--- config.mk ---
export PLATFORM = sky130hd
export DESIGN_NAME = token_scanner
export DESIGN_NICKNAME = d
export VERILOG_FILES = /design/src/rtl/tks_pkg.sv /design/src/rtl/tks_lexer.sv /design/src/rtl/tks_out_fifo.sv /design/src/rtl/token_scanner.sv
export SDC_FILE = /design/constraint.sdc
export NUM_CORES = 1
export LEC_CHECK = 0
export ABC_AREA = 1
export BUFFER_PORTS_ARGS = -buffer_cell sky130_fd_sc_hd__buf_2
export CAP_MARGIN = 25
export CELL_PAD_IN_SITES_DETAIL_PLACEMENT = 1
export CELL_PAD_IN_SITES_GLOBAL_PLACEMENT = 2
export CORE_UTILIZATION = 37
export CTS_CLUSTER_DIAMETER = 150
export DETAILED_ROUTE_END_ITERATION = 10
export PLACE_DENSITY = 0.79
export SLEW_MARGIN = 0
export SYNTH_ARGS = -nofsm -noshare
export SYNTH_HDL_FRONTEND = slang
export SYNTH_SLANG_ARGS = --single-unit
--- constraint.sdc ---
create_clock -name clk_i -period 5.5 [get_ports clk_i]
set_clock_uncertainty 0.15 [all_clocks]
set_input_delay 0.825 -clock clk_i [delete_from_list [all_inputs] [get_ports clk_i]]
set_output_delay 0.825 -clock clk_i [all_outputs]
set_load 0.03 [all_outputs]
--- src/rtl/tks_pkg.sv ---
`timescale 1ns / 1ps

package tks_pkg;

  localparam int unsigned POSITION_BITS_DEF = 16;
  localparam int unsigned LENGTH_BITS_DEF   = 8;
  localparam int unsigned KIND_BITS         = 5;
  localparam int unsigned BYTE_BITS         = 8;
  localparam int unsigned NUM_KEYWORDS      = 6;

  localparam logic [KIND_BITS-1:0] KIND_NUMBER = 5'd0;
  localparam logic [KIND_BITS-1:0] KIND_IDENT  = 5'd1;
  localparam logic [KIND_BITS-1:0] KIND_IF     = 5'd2;
  localparam logic [KIND_BITS-1:0] KIND_PLUS   = 5'd8;
  localparam logic [KIND_BITS-1:0] KIND_MINUS  = 5'd9;
  localparam logic [KIND_BITS-1:0] KIND_STAR   = 5'd10;
  localparam logic [KIND_BITS-1:0] KIND_SLASH  = 5'd11;
  localparam logic [KIND_BITS-1:0] KIND_SEMI   = 5'd12;
  localparam logic [KIND_BITS-1:0] KIND_ASSIGN = 5'd13;
  localparam logic [KIND_BITS-1:0] KIND_LBRACE = 5'd14;
  localparam logic [KIND_BITS-1:0] KIND_RBRACE = 5'd15;
  localparam logic [KIND_BITS-1:0] KIND_EOF    = 5'd16;

  localparam logic [7:0] CH_NUL    = 8'h00;
  localparam logic [7:0] CH_TAB    = 8'h09;
  localparam logic [7:0] CH_CR     = 8'h0D;
  localparam logic [7:0] CH_SPACE  = 8'h20;
  localparam logic [7:0] CH_PLUS   = 8'h2B;
  localparam logic [7:0] CH_MINUS  = 8'h2D;
  localparam logic [7:0] CH_STAR   = 8'h2A;
  localparam logic [7:0] CH_SLASH  = 8'h2F;
  localparam logic [7:0] CH_ZERO   = 8'h30;
  localparam logic [7:0] CH_NINE   = 8'h39;
  localparam logic [7:0] CH_SEMI   = 8'h3B;
  localparam logic [7:0] CH_ASSIGN = 8'h3D;
  localparam logic [7:0] CH_UP_A   = 8'h41;
  localparam logic [7:0] CH_UP_Z   = 8'h5A;
  localparam logic [7:0] CH_UNDER  = 8'h5F;
  localparam logic [7:0] CH_LO_A   = 8'h61;
  localparam logic [7:0] CH_LO_Z   = 8'h7A;
  localparam logic [7:0] CH_LBRACE = 8'h7B;
  localparam logic [7:0] CH_RBRACE = 8'h7D;
  localparam logic [7:0] CH_EOF    = 8'hFF;

  typedef enum logic [3:0] {
    MODE_IDLE  = 4'b0001,
    MODE_NUM   = 4'b0010,
    MODE_IDENT = 4'b0100,
    MODE_SIGN  = 4'b1000
  } mode_e;

  // keyword order: if else for while break continue
  function automatic logic [3:0] kw_len(input logic [2:0] kw);
    logic [3:0] r;
    unique case (kw)
      3'd0: r = 4'd2;
      3'd1: r = 4'd4;
      3'd2: r = 4'd3;
      3'd3: r = 4'd5;
      3'd4: r = 4'd5;
      3'd5: r = 4'd8;
      default: r = 4'd0;
    endcase
    return r;
  endfunction

  function automatic logic [7:0] kw_char(input logic [2:0] kw, input logic [2:0] idx);
    logic [63:0] s;
    unique case (kw)
      3'd0: s = {48'h0, "fi"};
      3'd1: s = {32'h0, "esle"};
      3'd2: s = {40'h0, "rof"};
      3'd3: s = {24'h0, "elihw"};
      3'd4: s = {24'h0, "kaerb"};
      3'd5: s = "eunitnoc";
      default: s = 64'h0;
    endcase
    return s[{idx, 3'b000} +: 8];
  endfunction

endpackage

--- src/rtl/tks_lexer.sv ---
`timescale 1ns / 1ps

module tks_lexer import tks_pkg::*; #(
  parameter int unsigned POSITION_BITS = POSITION_BITS_DEF,
  parameter int unsigned LENGTH_BITS   = LENGTH_BITS_DEF,
  parameter int unsigned DATA_W        = 32
) (
  input  logic              clk_i,
  input  logic              rst_ni,
  input  logic              step_i,
  input  logic [7:0]        byte_i,
  output logic [1:0]        push_cnt_o,
  output logic [DATA_W:0]   tok0_o,
  output logic [DATA_W:0]   tok1_o
);

  localparam int unsigned P = POSITION_BITS;
  localparam int unsigned L = LENGTH_BITS;

  mode_e                mode_q, mode_d;
  logic                 sign_q, sign_d;
  logic [P-1:0]         start_q, start_d;
  logic [L-1:0]         len_q, len_d;
  logic [NUM_KEYWORDS-1:0] cand_q, cand_d;
  logic [P-1:0]         pos_q, pos_d;

  logic is_digit, is_alpha, is_space, is_word;
  logic [NUM_KEYWORDS-1:0] match_cont, match_fresh;
  logic [L-1:0]         len_grow;
  logic                 flush_v;
  logic [KIND_BITS-1:0] flush_kind, ident_kind, char_kind;
  logic [L-1:0]         flush_len;
  logic                 a_v, b_v, char_known;
  logic [DATA_W-1:0]    a_data, b_data;

  always_comb begin
    is_digit = (byte_i >= CH_ZERO) && (byte_i <= CH_NINE);
    is_alpha = ((byte_i >= CH_LO_A) && (byte_i <= CH_LO_Z)) ||
               ((byte_i >= CH_UP_A) && (byte_i <= CH_UP_Z));
    is_space = (byte_i == CH_SPACE) || ((byte_i >= CH_TAB) && (byte_i <= CH_CR));
    is_word  = is_alpha || (byte_i == CH_UNDER);
    len_grow = (len_q == '1) ? len_q : len_q + 1'b1;
  end

  always_comb begin
    for (int i = 0; i < NUM_KEYWORDS; i++) begin
      match_cont[i]  = cand_q[i] && (len_q < L'(kw_len(3'(i)))) &&
                       (kw_char(3'(i), len_q[2:0]) == byte_i);
      match_fresh[i] = (kw_char(3'(i), 3'd0) == byte_i);
    end
  end

  always_comb begin
    ident_kind = KIND_IDENT;
    for (int i = NUM_KEYWORDS - 1; i >= 0; i--) begin
      if (cand_q[i] && (len_q == L'(kw_len(3'(i))))) begin
        ident_kind = 5'(KIND_IF + 5'(i));
      end
    end
  end

  always_comb begin
    flush_v    = 1'b1;
    flush_kind = KIND_NUMBER;
    flush_len  = len_q;
    unique case (mode_q)
      MODE_NUM:   flush_kind = KIND_NUMBER;
      MODE_IDENT: flush_kind = ident_kind;
      MODE_SIGN: begin
        flush_kind = sign_q ? KIND_MINUS : KIND_PLUS;
        flush_len  = L'(1);
      end
      default:    flush_v = 1'b0;
    endcase
  end

  always_comb begin
    char_known = 1'b1;
    char_kind  = KIND_EOF;
    unique case (byte_i)
      CH_STAR:   char_kind = KIND_STAR;
      CH_SLASH:  char_kind = KIND_SLASH;
      CH_SEMI:   char_kind = KIND_SEMI;
      CH_ASSIGN: char_kind = KIND_ASSIGN;
      CH_LBRACE: char_kind = KIND_LBRACE;
      CH_RBRACE: char_kind = KIND_RBRACE;
      CH_EOF:    char_kind = KIND_EOF;
      default:   char_known = 1'b0;
    endcase
  end

  always_comb begin
    mode_d  = mode_q;
    sign_d  = sign_q;
    start_d = start_q;
    len_d   = len_q;
    cand_d  = cand_q;
    pos_d   = pos_q;
    a_v     = 1'b0;
    b_v     = 1'b0;
    if (step_i) begin
      pos_d = pos_q + 1'b1;
      if (byte_i == CH_NUL) begin
        a_v     = flush_v;
        mode_d  = MODE_IDLE;
        sign_d  = 1'b0;
        start_d = '0;
        len_d   = '0;
        cand_d  = '1;
        pos_d   = '0;
      end else if ((mode_q == MODE_NUM) && is_digit) begin
        len_d = len_grow;
      end else if ((mode_q == MODE_IDENT) && (is_word || is_digit)) begin
        cand_d = match_cont;
        len_d  = len_grow;
      end else if ((mode_q == MODE_SIGN) && is_digit) begin
        mode_d = MODE_NUM;
        len_d  = len_grow;
      end else begin
        a_v    = flush_v;
        mode_d = MODE_IDLE;
        len_d  = '0;
        cand_d = '1;
        if (is_space) begin
          mode_d = MODE_IDLE;
        end else if (is_digit) begin
          mode_d  = MODE_NUM;
          start_d = pos_q;
          len_d   = L'(1);
        end else if (is_word) begin
          mode_d  = MODE_IDENT;
          start_d = pos_q;
          len_d   = L'(1);
          cand_d  = match_fresh;
        end else if ((byte_i == CH_PLUS) || (byte_i == CH_MINUS)) begin
          mode_d  = MODE_SIGN;
          sign_d  = (byte_i == CH_MINUS);
          start_d = pos_q;
          len_d   = L'(1);
        end else begin
          b_v = char_known;
        end
      end
    end
  end

  always_comb begin
    a_data = '0;
    a_data[KIND_BITS-1:0]       = flush_kind;
    a_data[KIND_BITS +: P]      = start_q;
    a_data[KIND_BITS + P +: L]  = flush_len;
    b_data = '0;
    b_data[KIND_BITS-1:0]       = char_kind;
    b_data[KIND_BITS +: P]      = pos_q;
    b_data[KIND_BITS + P +: L]  = L'(1);
  end

  // first token ends the run only when it is alone
  assign push_cnt_o = {1'b0, a_v} + {1'b0, b_v};
  assign tok0_o     = a_v ? {!b_v, a_data} : {1'b1, b_data};
  assign tok1_o     = {1'b1, b_data};

  always_ff @(posedge clk_i or negedge rst_ni) begin
    if (!rst_ni) begin
      mode_q  <= MODE_IDLE;
      sign_q  <= 1'b0;
      start_q <= '0;
      len_q   <= '0;
      cand_q  <= '1;
      pos_q   <= '0;
    end else begin
      mode_q  <= mode_d;
      sign_q  <= sign_d;
      start_q <= start_d;
      len_q   <= len_d;
      cand_q  <= cand_d;
      pos_q   <= pos_d;
    end
  end

endmodule

--- src/rtl/tks_out_fifo.sv ---
`timescale 1ns / 1ps

module tks_out_fifo import tks_pkg::*; #(
  parameter int unsigned WIDTH = 33
) (
  input  logic             clk_i,
  input  logic             rst_ni,
  input  logic [1:0]       push_cnt_i,
  input  logic [WIDTH-1:0] d0_i,
  input  logic [WIDTH-1:0] d1_i,
  output logic             room2_o,
  output logic             valid_o,
  input  logic             ready_i,
  output logic [WIDTH-1:0] data_o
);

  logic [WIDTH-1:0] mem_q [4];
  logic [1:0]       wr_q, rd_q;
  logic [2:0]       count_q, count_d;
  logic             pop;

  assign valid_o = (count_q != 3'd0);
  assign pop     = valid_o && ready_i;
  assign data_o  = mem_q[rd_q];
  assign room2_o = (count_q - {2'b00, pop}) <= 3'd2;
  assign count_d = count_q + {1'b0, push_cnt_i} - {2'b00, pop};

  always_ff @(posedge clk_i) begin
    if (push_cnt_i != 2'd0) begin
      mem_q[wr_q] <= d0_i;
    end
    if (push_cnt_i == 2'd2) begin
      mem_q[wr_q + 2'd1] <= d1_i;
    end
  end

  always_ff @(posedge clk_i or negedge rst_ni) begin
    if (!rst_ni) begin
      wr_q    <= '0;
      rd_q    <= '0;
      count_q <= '0;
    end else begin
      wr_q    <= wr_q + push_cnt_i;
      rd_q    <= rd_q + {1'b0, pop};
      count_q <= count_d;
    end
  end

endmodule

--- src/rtl/token_scanner.sv ---
`timescale 1ns / 1ps

// channel  dir  handshake                  payload
// s_axis   in   s_axis_tvalid/tready       tdata: text_byte
// m_axis   out  m_axis_tvalid/tready       tdata: kind, start, length; tlast: last_of_run
//
// one byte accepted per cycle while input is not stalled; a byte is registered in byte_q before it reaches the lexer
// each byte yields zero, one or two tokens, pushed at once into a four-entry queue
// the output drains one token per cycle while m_axis_tready is high, so bytes giving two tokens can slow intake
// input stalls only while the queue cannot take two more tokens
// reset clears the scan state, position and queue; no clearing pass

module token_scanner import tks_pkg::*; #(
  parameter int unsigned POSITION_BITS = POSITION_BITS_DEF,
  parameter int unsigned LENGTH_BITS   = LENGTH_BITS_DEF,
  localparam int unsigned DATA_W = ((KIND_BITS + POSITION_BITS + LENGTH_BITS + 7) / 8) * 8
) (
  input  logic              clk_i,
  input  logic              rst_ni,
  input  logic              s_axis_tvalid_i,
  output logic              s_axis_tready_o,
  input  logic [7:0]        s_axis_tdata_i,  // text_byte
  output logic              m_axis_tvalid_o,
  input  logic              m_axis_tready_i,
  // token_kind, token_start, token_length, zero fill
  output logic [DATA_W-1:0] m_axis_tdata_o,
  output logic              m_axis_tlast_o   // last_of_run
);

  logic        vld_q, vld_d;
  logic [7:0]  byte_q;
  logic        room2, advance, accept;
  logic [1:0]  push_cnt;
  logic [DATA_W:0] tok0, tok1;

  assign advance         = vld_q && room2;
  assign s_axis_tready_o = !vld_q || advance;
  assign accept          = s_axis_tvalid_i && s_axis_tready_o;
  assign vld_d           = accept ? 1'b1 : (advance ? 1'b0 : vld_q);

  always_ff @(posedge clk_i) begin
    if (accept) begin
      byte_q <= s_axis_tdata_i;
    end
  end

  always_ff @(posedge clk_i or negedge rst_ni) begin
    if (!rst_ni) begin
      vld_q <= 1'b0;
    end else begin
      vld_q <= vld_d;
    end
  end

  tks_lexer #(
    .POSITION_BITS (POSITION_BITS),
    .LENGTH_BITS   (LENGTH_BITS),
    .DATA_W        (DATA_W)
  ) u_lexer (
    .clk_i      (clk_i),
    .rst_ni     (rst_ni),
    .step_i     (advance),
    .byte_i     (byte_q),
    .push_cnt_o (push_cnt),
    .tok0_o     (tok0),
    .tok1_o     (tok1)
  );

  tks_out_fifo #(
    .WIDTH (DATA_W + 1)
  ) u_out_fifo (
    .clk_i      (clk_i),
    .rst_ni     (rst_ni),
    .push_cnt_i (push_cnt),
    .d0_i       (tok0),
    .d1_i       (tok1),
    .room2_o    (room2),
    .valid_o    (m_axis_tvalid_o),
    .ready_i    (m_axis_tready_i),
    .data_o     ({m_axis_tlast_o, m_axis_tdata_o})
  );

`ifndef SYNTHESIS
  a_no_triple_push: assert property (@(posedge clk_i) disable iff (!rst_ni)
    push_cnt != 2'd3)
    else $error("lexer pushed more than two tokens");

  a_pair_last: assert property (@(posedge clk_i) disable iff (!rst_ni)
    (push_cnt == 2'd2) |-> (!tok0[DATA_W] && tok1[DATA_W]))
    else $error("token pair with wrong run end marks");

  a_hold_input: assert property (@(posedge clk_i) disable iff (!rst_ni)
    (vld_q && !room2) |=> (vld_q && $stable(byte_q)))
    else $error("stalled input byte lost");

  a_no_push_idle: assert property (@(posedge clk_i) disable iff (!rst_ni)
    !advance |-> (push_cnt == 2'd0))
    else $error("token pushed without a byte");
`endif

endmodule
; ---- Word level (Yosys, flattened, before mapping)
; Memories as Yosys holds them, arrays and structs flattened.
; Cells that the tools add are included.
[classes]
add_sub_neg = 9
mul = 0
div = 0
n_lt_le_gt_ge = 14
eq_ne = 40
shift = 6
n_mux = 74
bitwise = 0
reduce_logical = 48
[op_table]
columns = op, n
row1 = $shiftx A64 B7 Y8 const A, 6
row2 = $mux W16, 9
row3 = $mux W8, 9
row4 = $eq A8 B6 Y1 const B, 7
row5 = $eq A7 B8 Y1 const A, 6
row6 = $eq A8 B8 Y1, 6
row7 = $mux W6, 7
row8 = $mux W33, 1
row9 = $mux W1, 32
row10 = $mux W4, 8
row11 = $pmux W5 S6, 1
row12 = $logic_and A1 B1 Y1, 28
row13 = $eq A8 B7 Y1 const B, 3
row14 = $mux W3, 6
row15 = $add A16 B1 Y16 const B, 1
row16 = $eq A8 B2 Y1 const B, 2
row17 = $eq A8 B3 Y1 const B, 2
row18 = $eq A8 B8 Y1 const B, 2
row19 = $ge A8 B7 Y1 const B, 2
row20 = $le A8 B7 Y1 const B, 2
row21 = $lt A8 B2 Y1 const B, 2
row22 = $lt A8 B3 Y1 const B, 2
row23 = $pmux W5 S2, 1
row24 = $add A8 B1 Y8 const B, 1
row25 = 31 further kinds, 45
[word_totals]
regBits = 67
latch_bits = 0
ramBits = 132
romBits = 0
inputBits = 12
output_inout_bits = 35
memories = 1
[mem_list]
columns = name, depth, word_bits, read_ports, rd_clocked_by_memory_dff, write_ports, line_no
row1 = u_out_fifo.mem_q, 4, 33, 1, 0, 2, tks_out_fifo.sv:17  ; logic [WIDTH-1:0] mem_q [4];

; ---- Logic depth before layout (Yosys ltp)
[depth]
word_depth = 16
ltp_mapped = 21
mapped_depth_nobuf = 20

; ---- Hierarchy
; Synthesis repeated with hierarchy kept, for this count alone.
[unflattened]
cells_unflattened = 1699
area_unflattened_um2 = 12574.6
[modules_own_cells]
columns = mod, instances, cells_per_inst, area_per_inst_um2
row1 = tks_out_fifo, 1, 983, 7815.0
row2 = tks_lexer, 1, 700, 4466.8
row3 = token_scanner, 1, 16, 292.8

; ---- Worst setup path after synthesis
; No wires, ideal clock.
[synth_path]
kind = register to register
start = reg u_out_fifo.count_q[2]
end = mem u_out_fifo.mem_q[3][4] (data pin)
setup_time_ns = 0.129
arrival_time_ns = 3.924
slack_ns = 1.298
path_stages_with_launch = 19
period_less_slack_ns = 4.202
cell_sequence = dfrtp_1 > inv_1 > nand3_1 > and2_1 > ha_1 > ha_1 > o21a_1 > nand3_1 > a21oi_1 > nand3_2 > buf_4 > ha_1 > nor3_1 > inv_1 > nand2_1 > inv_2 > nor2_1 > o21ai_1 > inv_1
[synth_lines]
columns = item, line_no
row1 = start: declaration, tks_out_fifo.sv:19  ; logic [2:0] count_q, count_d;
row2 = start signal: assignment, tks_out_fifo.sv:45  ; count_q <= count_d;
row3 = end: declaration, tks_out_fifo.sv:17

; ---- Worst setup path in the final report
[layout_path]
start = reg u_out_fifo.count_q[2]
end = reg u_out_fifo.count_q[2]
[layout_between]
elab_chain_cells = 9
word_cells_on_any_way = 10
classes_between = add/sub: 4 / order compare: 1 / mux: 2 / reduce/logical: 3
[layout_rtl]
columns = item, line_no
row1 = $reduce_bool A3 Y1, tks_out_fifo.sv:22  ; assign valid_o = (count_q != 3'd0);
row2 = $logic_and A1 B1 Y1, tks_out_fifo.sv:23  ; assign pop = valid_o && ready_i;
row3 = $sub A3 B1 Y3, tks_out_fifo.sv:25  ; assign room2_o = (count_q - {2'b00, pop}) <= 3'd2;
row4 = $le A3 B2 Y1, tks_out_fifo.sv:25
row5 = $logic_and A1 B1 Y1, token_scanner.sv:36  ; assign advance = vld_q && room2;
row6 = $mux W1, tks_lexer.sv:101  ; if (step_i) begin
row7 = $add A1 B1 Y2, tks_lexer.sv:159  ; assign push_cnt_o = {1'b0, a_v} + {1'b0, b_v};
row8 = $add A3 B2 Y3, tks_out_fifo.sv:26  ; assign count_d = count_q + {1'b0, push_cnt_i} - {2'b00, pop};
row9 = $sub A3 B1 Y3 *, tks_out_fifo.sv:26
row10 = net u_out_fifo.count_d[2], tks_out_fifo.sv:19
; Mark *: on every way through the listed nets, which the timed path passes. The rest lies on a longest branch.
; A chain may end at the register's enable or synchronous reset.

==> results.md <==
* Count of maximum capacitance violations at 0
* Timing-limited maximum frequency at 233.7 MHz
* Post-detail-place hpwl at 23.93 mm
* Worst hold path class: in -> async
* Met2 capacity usage during global routing at 41.42%
* Commonest non-fill, non-tap cells in the layout: 368 x sky130_fd_sc_hd__nand2_1, 141 x sky130_fd_sc_hd__nor2_1, 121 x sky130_fd_sc_hd__nand3_1
* Sequential-to-total area share from yosys stat at 47.05%
* Crit path DAT at 4.49 ns
* Series of cell instances along the critical path: inv_1 > nand3_1 > and2_1 > ha_1 > ha_1 > o21a_1 > nand3_1 > inv_1 > nand2_1 > ha_1 > inv_1 > ha_1 > inv_1 > ha_1 > fa_1 > xnor2_1 > xor2_1
* Number of remaining DRC errors at 0
* Cells after synthesis at 1372
* Compound-cell area share of the yosys netlist at 11.22%
* Count of cell instances traversed by the critical path at 17
* Simple-gate portion of the synthesized area at 29.51%
* Worst slew margin at 43.29%
* Synth cell types at 43
* Die height at 170.9 um
* Number of antenna violations at the first check in global routing at 1
* Die width at 170.9 um
* Layout net count at 1415
* Clock slew at the register clock pins of the worst setup and hold paths at 0.07 ns
* Largest family of logic cells by synthesized area: simple AND/OR/NAND/NOR gates
* I/O pins at 47
* Wire length after detailed routing at 34.89 mm
* Placement Setup Slack at 0.8938 ns
* Global-route wire length before repair at 55.29 mm
* H-Tree Depth at 4
* Die footprint at 29220 um2
* Post-synth top area share at 26.16%
* Element type at the critical path end: flop
* Most frequent CP cell: sky130_fd_sc_hd__ha_1
* Number of hold-slack violations in the final timing report at 0
* Num CTS Buffers at 17
* Worst flop-to-flop path endpoint: u_out_fifo.count_q[2]$_DFF_PN0_
* Biggest area consumer among synthesized cells: sky130_fd_sc_hd__edfxtp_1
* Commonest non-fill, non-tap cell in the layout: sky130_fd_sc_hd__nand2_1
* Residual overflow from global routing at 0
* Worst vdd rail ir drop at 0.4847 mV
* Category of the worst setup path launch point: flop
* Global routing's busiest layer: met2
* Via count of the routed design at 9436
* Non-filler instance count after layout at 1776
* Worst-case register-to-register setup slack at 1.22 ns
* Met1 track demand over resource in global routing at 35.09%
* Leak Pwr at 5.113 nW
* Critical Setup Path Class: reg -> reg
* FF+latch count, synth at 187
* Worst path top cell family by delay: adder cells
* Root Buffer: sky130_fd_sc_hd__clkbuf_16
* Xor/xnor cell area share of the yosys netlist at 2.239%
* Synth Area in Adders at 2.322%
* Setup_tns at 0 ns
* Result of the run: completed
* Vias per std cell at 5.313
* Routability-driven placement congestion ratio at 0.8334
* Share of layout cells above drive strength 1 at 11.67%
* Largest net degree at the start of global routing at 62
* Initial cell density of the core at 37.80%
* GRT Resource Usage Total at 25.05%
* Number of routed nets with antenna violations at 0
* Shortest period the worst path allows at 4.279 ns
* Number of buffers inserted to repair setup after CTS at 0
* Period utilization at 77.80%
* Number of cell rows at 61
* Hold-fix buffer count after cts at 0
* Post-synthesis area per instance at 7.697 um2
* Initial DRT Pass Iterations at 5
* Number of cells traversed by the worst register-to-register path at 17
* Setup repair after global routing missed its margin: false
* Delay contributed by the slowest stage of the critical path at 0.46 ns
* Post-route setup slack at 1.221 ns
* Critical-path cell with the highest stage delay: sky130_fd_sc_hd__inv_1
* Port-buffer cells at 43
* Relative area change from synthesis to final layout at 10.99%
* Reg-to-Reg Start: u_out_fifo.count_q[2]$_DFF_PN0_
* Violation count after the first detailed-route iteration at 534
* Resize count post-CTS at 0
* Worst skew pair latency at 0.45 ns
* Most area-consuming cells after synthesis: sky130_fd_sc_hd__edfxtp_1 26%, sky130_fd_sc_hd__nand2_1 13%, sky130_fd_sc_hd__dfrtp_1 12%
* Fin. max-slew vios at 0
* Setup violations, final at 0
* Cell area after technology mapping at 10560 um2
* Via count of the first global-routing pass at 9550
* Area of the placeable core at 27930 um2
* Maximum buffer depth of the clock tree at 2
* Grt met3 use at 2.915%
* Pwr Density at 528.3 nW/um2
* Share of the core filled with cells at 41.96%
* Placed cell count at 1742
* Data required time at the worst endpoint at 5.72 ns
* Yosys warns at 0
* Filler Cell Count at 3449
* Clock sink total at 187
* PnR Total Power at 6.192 mW
* Crit path max fanout at 12
* Multiplexer share of the synthesized area at 0%
* Routed length per instance at 19.64 um
* Least-Margin Pin Slew at 0.8475 ns
* TritonCTS clock tree: yes
* Count of buffering cells on the critical path with inverters included at 4
where the power goes:
part / leakage (nW) / switching [mW] / internal [mW] / total (mW)
logic: 2.96 / 2.04 / 0.775 / 2.81
registers: 1.87 / 0.335 / 1.79 / 2.12
clock network: 0.280 / 0.610 / 0.645 / 1.25
how the worst max path moves through the flow:
stage,from,endpoint,slack [ns]
2_1_floorplan,u_out_fifo.count_q[2]$_DFF_PN0_,u_out_fifo.mem_q[3][4]$_DFFE_PP_,1.30
3_3_place_gp,m_axis_tready_i,u_out_fifo.count_q[2]$_DFF_PN0_,1.00
3_5_place_dp,m_axis_tready_i,u_out_fifo.count_q[2]$_DFF_PN0_,0.89
4_1_cts,u_out_fifo.count_q[2]$_DFF_PN0_,u_out_fifo.count_q[2]$_DFF_PN0_,1.18
5_1_grt,u_out_fifo.count_q[2]$_DFF_PN0_,u_lexer.start_q[5]$_DFFE_PN0P_,0.81
6_report,u_out_fifo.count_q[2]$_DFF_PN0_,u_out_fifo.count_q[2]$_DFF_PN0_,1.22
flip-flops by register name, summed over array words and instances, names as in the netlist:
| signal | flops |
|---|---|
| u_lexer.start_q | 16 |
| byte_q | 8 |
| u_out_fifo.count_q | 3 |
| vld_q | 1 |
| u_lexer.mode_q | 4 |
| u_out_fifo.rd_q | 2 |
| u_lexer.sign_q | 1 |
| u_lexer.pos_q | 16 |
| u_lexer.len_q | 8 |
| u_out_fifo.wr_q | 2 |
| u_lexer.cand_q | 6 |
| u_out_fifo.mem_q | 120 |
kinds of logic after synthesis:
| kind of cell | Yosys count |
|---|---|
| adders and majority gates | 19 |
| AOI/OAI and AO/OA | 221 |
| DFF | 187 |
| other | 1 |
| and+or+nand+nor | 724 |
| buffers and inverters | 193 |
| xor gates and xnor gates | 27 |
final cells by class:
| class | count | area (um2) | area share [%] |
|---|---|---|---|
| Antenna cell | 1 | 2.502 | 0.02135 |
| Tap cell | 378 | 473.0 | 4.035 |
| Sequential cell | 187 | 4970 | 42.40 |
| Timing Repair Buffer | 66 | 427.9 | 3.651 |
| Multi-Input combinational cell | 994 | 4820 | 41.12 |
| Clock buffer | 18 | 429.2 | 3.661 |
| Clock inverter | 14 | 156.4 | 1.334 |
| Inverter | 118 | 442.9 | 3.779 |
cell usage after synthesis:
cell type,number
sky130_fd_sc_hd__nand2_1,368
sky130_fd_sc_hd__nor2_1,141
sky130_fd_sc_hd__nand3_1,121
sky130_fd_sc_hd__o21ai_0,120
sky130_fd_sc_hd__inv_1,103
sky130_fd_sc_hd__edfxtp_1,92
sky130_fd_sc_hd__dfrtp_1,52
sky130_fd_sc_hd__clkbuf_1,48
sky130_fd_sc_hd__dfxtp_1,36
sky130_fd_sc_hd__o21ai_1,33
sky130_fd_sc_hd__o22ai_1,32
sky130_fd_sc_hd__nand2_2,27
sky130_fd_sc_hd__nor3_1,24
sky130_fd_sc_hd__xor2_1,24
sky130_fd_sc_hd__nand4_1,21
sky130_fd_sc_hd__a21oi_1,19
sky130_fd_sc_hd__ha_1,18
sky130_fd_sc_hd__inv_2,13
sky130_fd_sc_hd__buf_4,11
sky130_fd_sc_hd__buf_2,7
sky130_fd_sc_hd__dfstp_2,7
sky130_fd_sc_hd__buf_1,5
sky130_fd_sc_hd__nor2_2,5
sky130_fd_sc_hd__o211ai_1,5
sky130_fd_sc_hd__a31oi_1,4
sky130_fd_sc_hd__buf_6,4
sky130_fd_sc_hd__o31ai_1,4
sky130_fd_sc_hd__o21a_1,3
sky130_fd_sc_hd__xnor2_1,3
sky130_fd_sc_hd__and2_1,2
sky130_fd_sc_hd__clkinv_1,2
sky130_fd_sc_hd__nand2_4,2
sky130_fd_sc_hd__nand3_2,2
sky130_fd_sc_hd__nand3b_1,2
sky130_fd_sc_hd__nor3b_1,2
sky130_fd_sc_hd__nor4_1,2
sky130_fd_sc_hd__or2_2,2
sky130_fd_sc_hd__conb_1,1
sky130_fd_sc_hd__fa_1,1
sky130_fd_sc_hd__nand4_2,1
sky130_fd_sc_hd__nor2_8,1
sky130_fd_sc_hd__o41ai_1,1
sky130_fd_sc_hd__or2_0,1
routing by layer:
metal | routed length, um | up-vias | share of wire, %
li1 | - | 4565 | -
met1 | 16790 | 4659 | 48
met2 | 16300 | 187 | 47
met3 | 1417 | 25 | 4.1
met4 | 378 | 0 | 1.1
met5 | 0 | - | 0
stage by stage:
stage | area, um2 | hold slack (ns)
2_1_floorplan | 10570 | 0.2731
3_3_place_gp | 11080 | 0.2850
3_5_place_dp | 11110 | 0.2946
4_1_cts | 11690 | 0.2378
5_1_grt | 11720 | 0.2523
6_report | 11720 | 0.2354
(Power assumes the default switching activity.)
